[src/rtl/pia_pkg.sv]
package pia_pkg;

  typedef enum logic [1:0] {
    OP_READ  = 2'd0,
    OP_WRITE = 2'd1,
    OP_PINS  = 2'd2,
    OP_TICK  = 2'd3
  } op_t;

  // delays in ticks
  localparam logic [4:0] IRQ_DELAY_TICKS     = 5'd14;
  localparam logic [5:0] READ_STROBE_TICKS   = 6'd8;
  localparam logic [5:0] READ_RESTORE_TICKS  = 6'd24;
  localparam logic [5:0] WRITE_STROBE_TICKS  = 6'd16;
  localparam logic [5:0] WRITE_RESTORE_TICKS = 6'd48;

  typedef struct packed {
    op_t        operation;
    logic [1:0] reg_select;
    logic [7:0] write_data;
    logic [7:0] port_a_pins;
    logic [7:0] port_b_pins;
    logic       ca1_level;
    logic       ca2_level;
    logic       cb1_level;
    logic       cb2_level;
  } item_t;

  typedef struct packed {
    logic [7:0] read_data;
    logic [7:0] port_a_drive;
    logic [7:0] port_b_source;
    logic [7:0] port_b_sink;
    logic       ca2_drive;
    logic       cb2_source;
    logic       cb2_sink;
    logic       irq_a;
    logic       irq_b;
  } result_t;

  // next-state view of one side, as seen by the result register
  typedef struct packed {
    logic [7:0] rd;
    logic [7:0] out_bits;
    logic [7:0] dir_bits;
    logic       c2_src;
    logic       c2_snk;
    logic       irq;
  } side_next_t;

endpackage

[src/rtl/pia_side.sv]
module pia_side
  import pia_pkg::*;
#(
  parameter logic [4:0] IRQ_DELAY     = IRQ_DELAY_TICKS,
  parameter logic [5:0] READ_STROBE   = READ_STROBE_TICKS,
  parameter logic [5:0] READ_RESTORE  = READ_RESTORE_TICKS,
  parameter logic [5:0] WRITE_STROBE  = WRITE_STROBE_TICKS,
  parameter logic [5:0] WRITE_RESTORE = WRITE_RESTORE_TICKS
)
(
  input  logic       clk,
  input  logic       rst,
  input  logic       side_b,
  input  logic       en,
  input  item_t      item,
  input  logic       c1_level,
  input  logic       c2_level,
  output side_next_t nxt
);

  logic [5:0] cr, cr_next;
  logic [7:0] dir, dir_next;
  logic [7:0] outb, outb_next;
  logic       c1_last, c1_last_next;
  logic       c2_last, c2_last_next;
  logic       flag_one, flag_one_next;
  logic       flag_two, flag_two_next;
  logic       irq, irq_next;
  logic       src, src_next;
  logic       snk, snk_next;
  logic [4:0] irq_tmr, irq_tmr_next;
  logic [5:0] stb_tmr, stb_tmr_next;
  logic [5:0] rest_tmr, rest_tmr_next;
  logic [7:0] rd;
  logic       sel;
  logic       seen;
  logic       v;

  always_comb begin
    cr_next       = cr;
    dir_next      = dir;
    outb_next     = outb;
    c1_last_next  = c1_last;
    c2_last_next  = c2_last;
    flag_one_next = flag_one;
    flag_two_next = flag_two;
    irq_next      = irq;
    src_next      = src;
    snk_next      = snk;
    irq_tmr_next  = irq_tmr;
    stb_tmr_next  = stb_tmr;
    rest_tmr_next = rest_tmr;
    rd            = 8'd0;
    v             = 1'b1;
    sel           = (item.reg_select[1] == side_b);

    // C1 edge
    if (c1_level != c1_last) begin
      c1_last_next = c1_level;
      if (cr[1] == c1_level) begin
        if (cr[5:3] == 3'b101) begin
          src_next = 1'b1;
          snk_next = 1'b1;
        end
        flag_one_next = 1'b1;
        if (cr[0]) begin
          if (irq_tmr_next == 5'd0) irq_tmr_next = IRQ_DELAY;
        end else begin
          irq_next = 1'b0;
        end
      end
    end

    // C2 edge, on the level after our own sink/source
    seen = side_b ? ((src_next | c2_level) & snk_next) : (c2_level & snk_next);
    if (cr[5]) begin
      flag_two_next = 1'b0;
    end else if (seen != c2_last_next) begin
      c2_last_next = seen;
      if (cr[4] == seen) begin
        flag_two_next = 1'b1;
        if (cr[3]) begin
          if (irq_tmr_next == 5'd0) irq_tmr_next = IRQ_DELAY;
        end else begin
          irq_next = 1'b0;
        end
      end
    end

    unique case (item.operation)
      OP_READ: begin
        if (sel) begin
          if (item.reg_select[0]) begin
            rd = {flag_one_next, flag_two_next, cr};
          end else if (!cr[2]) begin
            rd = dir;
          end else begin
            flag_one_next = 1'b0;
            flag_two_next = 1'b0;
            irq_next      = 1'b0;
            if (!side_b) begin
              if (cr[5:4] == 2'b10) begin
                stb_tmr_next  = READ_STROBE;
                rest_tmr_next = cr[3] ? READ_RESTORE : 6'd0;
              end
              rd = ~(~outb & dir) & item.port_a_pins;
            end else begin
              rd = (outb & dir) | (item.port_b_pins & ~dir);
            end
          end
        end
      end
      OP_WRITE: begin
        if (sel) begin
          if (item.reg_select[0]) begin
            cr_next = item.write_data[5:0];
            if (item.write_data[5]) flag_two_next = 1'b0;
            if (item.write_data[0]) begin
              irq_next = irq_next | flag_one_next;
            end else if (!item.write_data[5] && item.write_data[3]) begin
              irq_next = irq_next | flag_two_next;
            end else begin
              irq_next = 1'b0;
            end
            if (item.write_data[5]) begin
              v = item.write_data[4] ? item.write_data[3] : 1'b1;
              if (side_b) src_next = v;
              snk_next = v;
            end else begin
              if (side_b) src_next = 1'b0;
              snk_next = 1'b1;
              // released line: seen level is the raw pin
              if (c2_level != c2_last_next) begin
                c2_last_next = c2_level;
                if (item.write_data[4] == c2_level) begin
                  flag_two_next = 1'b1;
                  if (item.write_data[3]) begin
                    if (irq_tmr_next == 5'd0) irq_tmr_next = IRQ_DELAY;
                  end else begin
                    irq_next = 1'b0;
                  end
                end
              end
            end
          end else if (!cr[2]) begin
            dir_next = item.write_data;
          end else begin
            outb_next = item.write_data;
            if (side_b && cr[5:4] == 2'b10) begin
              stb_tmr_next  = WRITE_STROBE;
              rest_tmr_next = cr[3] ? WRITE_RESTORE : 6'd0;
            end
          end
        end
      end
      OP_TICK: begin
        if (irq_tmr_next != 5'd0) begin
          irq_tmr_next = irq_tmr_next - 5'd1;
          if (irq_tmr_next == 5'd0) irq_next = 1'b1;
        end
        // strobe first, restore second: coinciding expiry ends released
        if (stb_tmr_next != 6'd0) begin
          stb_tmr_next = stb_tmr_next - 6'd1;
          if (stb_tmr_next == 6'd0) begin
            src_next = 1'b0;
            snk_next = 1'b0;
          end
        end
        if (rest_tmr_next != 6'd0) begin
          rest_tmr_next = rest_tmr_next - 6'd1;
          if (rest_tmr_next == 6'd0) begin
            src_next = 1'b1;
            snk_next = 1'b1;
          end
        end
      end
      OP_PINS: begin
      end
      default: begin
      end
    endcase
  end

  always_ff @(posedge clk) begin
    if (rst) begin
      cr       <= 6'd0;
      dir      <= 8'd0;
      outb     <= 8'd0;
      c1_last  <= 1'b0;
      c2_last  <= 1'b0;
      flag_one <= 1'b0;
      flag_two <= 1'b0;
      irq      <= 1'b0;
      src      <= 1'b0;
      snk      <= 1'b1;
      irq_tmr  <= 5'd0;
      stb_tmr  <= 6'd0;
      rest_tmr <= 6'd0;
    end else if (en) begin
      cr       <= cr_next;
      dir      <= dir_next;
      outb     <= outb_next;
      c1_last  <= c1_last_next;
      c2_last  <= c2_last_next;
      flag_one <= flag_one_next;
      flag_two <= flag_two_next;
      irq      <= irq_next;
      src      <= src_next;
      snk      <= snk_next;
      irq_tmr  <= irq_tmr_next;
      stb_tmr  <= stb_tmr_next;
      rest_tmr <= rest_tmr_next;
    end
  end

  assign nxt.rd       = rd;
  assign nxt.out_bits = outb_next;
  assign nxt.dir_bits = dir_next;
  assign nxt.c2_src   = src_next;
  assign nxt.c2_snk   = snk_next;
  assign nxt.irq      = irq_next;

endmodule

[src/rtl/parallel_interface_adapter.sv]
// An accepted item is held in the input register and its result in the result
// register; a stalled result holds the following item in the input register.
// Throughput: one item per cycle while the result is not stalled; the side
// state loop closes through the per-side next-state logic.
// Reset: synchronous, active high; clears both sides (C2 sinks released),
// empties the input and result registers.
module parallel_interface_adapter
  import pia_pkg::*;
#(
  parameter logic [4:0] IRQ_DELAY     = IRQ_DELAY_TICKS,
  parameter logic [5:0] READ_STROBE   = READ_STROBE_TICKS,
  parameter logic [5:0] READ_RESTORE  = READ_RESTORE_TICKS,
  parameter logic [5:0] WRITE_STROBE  = WRITE_STROBE_TICKS,
  parameter logic [5:0] WRITE_RESTORE = WRITE_RESTORE_TICKS
)
(
  input  logic    clk,
  input  logic    rst,
  input  logic    item_valid,
  output logic    item_stall,
  input  item_t   item,
  output logic    result_valid,
  input  logic    result_stall,
  output result_t result
);

  logic       item_full;
  item_t      item_q;
  logic       advance;
  side_next_t nxt_a;
  side_next_t nxt_b;
  result_t    result_next;

  assign advance    = item_full && (!result_valid || !result_stall);
  assign item_stall = item_full && !advance;

  always_ff @(posedge clk) begin
    if (rst) begin
      item_full <= 1'b0;
    end else if (item_valid && !item_stall) begin
      item_full <= 1'b1;
    end else if (advance) begin
      item_full <= 1'b0;
    end
  end

  always_ff @(posedge clk) begin
    if (item_valid && !item_stall) item_q <= item;
  end

  pia_side #(
    .IRQ_DELAY     (IRQ_DELAY),
    .READ_STROBE   (READ_STROBE),
    .READ_RESTORE  (READ_RESTORE),
    .WRITE_STROBE  (WRITE_STROBE),
    .WRITE_RESTORE (WRITE_RESTORE)
  ) u_side_a (
    .clk      (clk),
    .rst      (rst),
    .side_b   (1'b0),
    .en       (advance),
    .item     (item_q),
    .c1_level (item_q.ca1_level),
    .c2_level (item_q.ca2_level),
    .nxt      (nxt_a)
  );

  pia_side #(
    .IRQ_DELAY     (IRQ_DELAY),
    .READ_STROBE   (READ_STROBE),
    .READ_RESTORE  (READ_RESTORE),
    .WRITE_STROBE  (WRITE_STROBE),
    .WRITE_RESTORE (WRITE_RESTORE)
  ) u_side_b (
    .clk      (clk),
    .rst      (rst),
    .side_b   (1'b1),
    .en       (advance),
    .item     (item_q),
    .c1_level (item_q.cb1_level),
    .c2_level (item_q.cb2_level),
    .nxt      (nxt_b)
  );

  always_comb begin
    result_next.read_data     = nxt_a.rd | nxt_b.rd;
    result_next.port_a_drive  = ~(~nxt_a.out_bits & nxt_a.dir_bits);
    result_next.port_b_source = nxt_b.out_bits & nxt_b.dir_bits;
    result_next.port_b_sink   = nxt_b.out_bits | ~nxt_b.dir_bits;
    result_next.ca2_drive     = nxt_a.c2_snk;
    result_next.cb2_source    = nxt_b.c2_src;
    result_next.cb2_sink      = nxt_b.c2_snk;
    result_next.irq_a         = nxt_a.irq;
    result_next.irq_b         = nxt_b.irq;
  end

  always_ff @(posedge clk) begin
    if (rst) begin
      result_valid <= 1'b0;
    end else if (advance) begin
      result_valid <= 1'b1;
    end else if (!result_stall) begin
      result_valid <= 1'b0;
    end
  end

  always_ff @(posedge clk) begin
    if (advance) result <= result_next;
  end

endmodule

[config.mk]
export PLATFORM = sky130hd
export DESIGN_NAME = parallel_interface_adapter
export DESIGN_NICKNAME = d
export VERILOG_FILES = /design/src/rtl/pia_pkg.sv /design/src/rtl/pia_side.sv /design/src/rtl/parallel_interface_adapter.sv
export SDC_FILE = /design/constraint.sdc
export NUM_CORES = 1
export LEC_CHECK = 0
export BUFFER_PORTS_ARGS = -buffer_cell sky130_fd_sc_hd__buf_2
export CORE_AREA = 2 2 122 124
export CTS_CLUSTER_SIZE = 16
export DETAILED_ROUTE_END_ITERATION = 7
export DIE_AREA = 0 0 124 126
export GPL_TIMING_DRIVEN = 0
export PLACE_DENSITY = 0.79
export SLEW_MARGIN = 5
export SYNTH_ARGS = -nofsm -noshare
export SYNTH_HDL_FRONTEND = slang
export SYNTH_SLANG_ARGS = --single-unit
[constraint.sdc]
create_clock -name clk -period 4.2 [get_ports clk]
set_input_delay 0.42 -clock clk [delete_from_list [all_inputs] [get_ports clk]]
set_output_delay 0.42 -clock clk [all_outputs]
set_load 0.02 [all_outputs]
==> metrics.txt <==
CP max FO 8; vias 7539; fin nets between 1000 and 1500; FF+latch count, synth between 150 and 200; slowest CP cell a221oi_1; Hold WS 0.149 ns; leak pwr about 3.5 nW; CP required between 4 and 5 ns; synth top area cells edfxtp_1 25%, dfxtp_1 22%, nor2_1 5.7%, a21oi_1 4.6%, mux2i_1 4.1%; Post-Syn Area between 0.008 and 0.009 mm2; global-route wire length before repair roughly 36000 um; Yosys warnings 0; Pint about 0.0027 W; Async S/R FF share, synth 0%; die area between 0.015 and 0.02 mm2; post-synthesis sequential area ratio 46.9%; CTS clk-pin slew, worst paths ~0.070 ns; worst-skew pair later-pin latency between 0.4 and 0.5 ns; global router's overall resource usage a little over 30%; switching power total around 0.00090 W; power share of the sequential group a little under half; share of cells above drive strength 1 between 15 and 20%; Yosys top cell by area edfxtp_1; CTS tree done; nature of the critical path endpoint flip-flop; total CTS buffers 17; largest net degree at the start of global routing 31; Gate power share under 10%; min Tclk post-route 3.51 ns; post-synthesis cell type count slightly below 80; # port buffers 74; power share of the clock group about 44%; Clock Skew ~0.01 ns; Most used DFF post-synth dfxtp_1; post-route ant nets 0; Worst Path Buf+Inv 0; Slew Limit Fails 0; Starting Density about three fifths; H-tree levels 4; Pwr Density approximately 370 mW/mm2; Synth-to-Final Area Change 14.8%; Post-synth EDFFs 69; initial antenna violation count 0; class of the worst hold path primary input to flip-flop; CP cell instances o21a_1 > mux2_4 > a221oi_1 > ha_1 > nor3b_1 > nand2_1 > ha_1 > a2bb2oi_1 > nor2_1 > a211oi_1; status completed; # hold bufs at CTS 0; area of the core 0.0143 mm2; post-DP HPWL approximately 16000 um; Net Sw Frac ~25%; Syn Nets about 960; Vias/cell between 6 and 7; global placement routability congestion 0.954; cell class contributing the biggest share of worst-path delay compound AO/OA/AOI/OAI gates; top cell type's share of synthesized area 24.7%; Max VDD drop about 0.28 mV; Sink Count 162; 1st-iter DRT viols about 1000; post-CTS resize count 0; # fillers 1139; RSZ-0062 raised after global routing no; deepest clock path buffer count 2; vias in the first global route around 7000; highest clock rate approximately 290 MHz; root buf cell clkbuf_16; height of the chip approximately 130 um; DR DRC count 0; postcts setup bufs 0; average wire per standard cell just under 20 um; placed cells 1160; max_slew headroom about 36%; syn_area_per_cell ~9.3 um2; worst slew pin tran approximately 0.95 ns; final wirelength between 20000 and 25000 um; kind of critical path flip-flop to flip-flop; Startpoint Class flip-flop; Die Width approximately 120 um; Congestion Overflow GR 0; io pins 75; final setup fails 0; DRT Pass-1 Iters 6; final hold violations 0; row count 44; Final Non-Filler Cells between 1000 and 1500; CP most frequent cell ha_1; setup tns final 0 ns; ANT cells 0; Syn Inst Count 900; critical path arrival 3.86 ns; CP peak stage delay approximately 0.63 ns; final period utilization between 80% and 90%; max cap viols 0
[logic make-up (layout without fill, tap and decap cells)]
kind of cell	count (synthesis)	count (layout)	share of synthesized area, %
multiplexers	42	42	5.98
adder cells (fa/ha/maj)	20	20	2.98
buffers and inverters	92	200	4.25
flip-flops	162	162	46.9
AO/OA/AOI/OAI	235	235	18.4
XOR/XNOR	15	15	1.57
AND/OR/NAND/NOR	334	334	19.9
[layout by cell type (no fill, tap or decap), types with 9 or more instances in the layout]
cell       netlist  final
a21oi_1         77     77
a31oi_1         14     14
buf_2            8     82
clkbuf_1        46     46
clkbuf_16        0     17
dfxtp_1         93     93
edfxtp_1        69     69
ha_1            20     20
inv_1           34     34
mux2i_1         34     34
nand2_1         65     65
nand3_1         13     13
nor2_1         127    127
nor3_1          28     28
nor3b_1         19     19
o211ai_1         9      9
o21ai_0         40     40
o22ai_1         20     20
or2_2            9      9
[stage by stage]
step	instance area, um2	total power, W	utilization, %	worst slack [ns]
2_1_floorplan	8390	0.00193	-	1.23
3_3_place_gp	8990	0.00203	62.8	0.521
3_5_place_dp	9030	0.00203	63.1	0.770
4_1_cts	9630	0.00358	67.3	0.699
5_1_grt	9630	0.00368	67.3	0.439
6_report	9630	0.00358	67.3	0.693
[state kept, by name, summed over array words and instances, names as in the netlist, 5 cells and up]
register,count
u_side_b.rest_tmr,6
u_side_a.outb,8
u_side_b.outb,8
u_side_a.stb_tmr,6
result,37
u_side_a.dir,8
u_side_b.dir,8
u_side_b.irq_tmr,5
u_side_a.rest_tmr,6
item_q,32
u_side_a.irq_tmr,5
u_side_b.stb_tmr,6
u_side_b.cr,6
u_side_a.cr,6
[worst paths after layout]
path / start / end / slack [ns] / cells past startpoint
max reg2reg: item_q[0]$_DFFE_PP_ / u_side_b.irq_tmr[0]$_SDFFE_PP0P_ / 0.69 / 10
min: item[16] / item_q[16]$_DFFE_PP_ / 0.15 / 1
min reg2reg: u_side_b.dir[2]$_SDFFE_PP0P_ / u_side_b.dir[2]$_SDFFE_PP0P_ / 0.47 / 2
max: item_q[0]$_DFFE_PP_ / u_side_b.irq_tmr[0]$_SDFFE_PP0P_ / 0.69 / 10
[final cells by class]
cell class              instances  area [um2]  area share [%]
plain buffers                  57         226            2.35
well taps                     184         230            2.39
clock buffers                  19         443            4.60
flip-flops and latches        162        3930            40.9
multi-input cells             646        4100            42.6
inverters                      35         131            1.36
repair buffers                 76         410            4.26
clock inverters                13         149            1.55
[routing by layer]
metal / GRT usage, % / vias to the layer above / share of wire (%) / wire, um
met5: 0 / - / 0 / 0
met4: 13.2 / 0 / 3.2 / 737
met3: 6.16 / 66 / 9.9 / 2260
met2: 45.2 / 417 / 45 / 10400
met1: 42.6 / 3555 / 42 / 9540
li1: - / 3501 / - / -
[Yosys cell counts (8+ instances only)]
cell type / n
or2_2: 9
a21oi_1: 77
a2111o_1: 8
nor3b_1: 19
nand2_1: 65
clkbuf_1: 46
a31oi_1: 14
nor3_1: 28
nand2b_1: 8
ha_1: 20
o211ai_1: 9
buf_2: 8
mux2i_1: 34
inv_1: 34
or3_1: 8
nand3_1: 13
dfxtp_1: 93
o21ai_0: 40
o22ai_1: 20
nor2_1: 127
a311oi_1: 8
xnor2_1: 8
edfxtp_1: 69
[worst reg2reg max path, cell delays in order (launching register included)]
cell       delay (ns)
edfxtp_1         0.50
o21a_1           0.26
mux2_4           0.34
a221oi_1         0.63
ha_1             0.27
nor3b_1          0.46
nand2_1          0.24
ha_1             0.34
a2bb2oi_1        0.15
nor2_1           0.06
a211oi_1         0.19
[power groups by stage]
stage	clock network (W)	logic, W	registers, W
after global routing	0.00164	0.000321	0.00171
after floorplan	0	0.000177	0.00175
after CTS	0.00158	0.000292	0.00171
after detailed placement	0	0.000289	0.00174
final	0.00157	0.000298	0.00171
after global placement	0	0.000280	0.00175
Power figures use the tool's default switching activity.
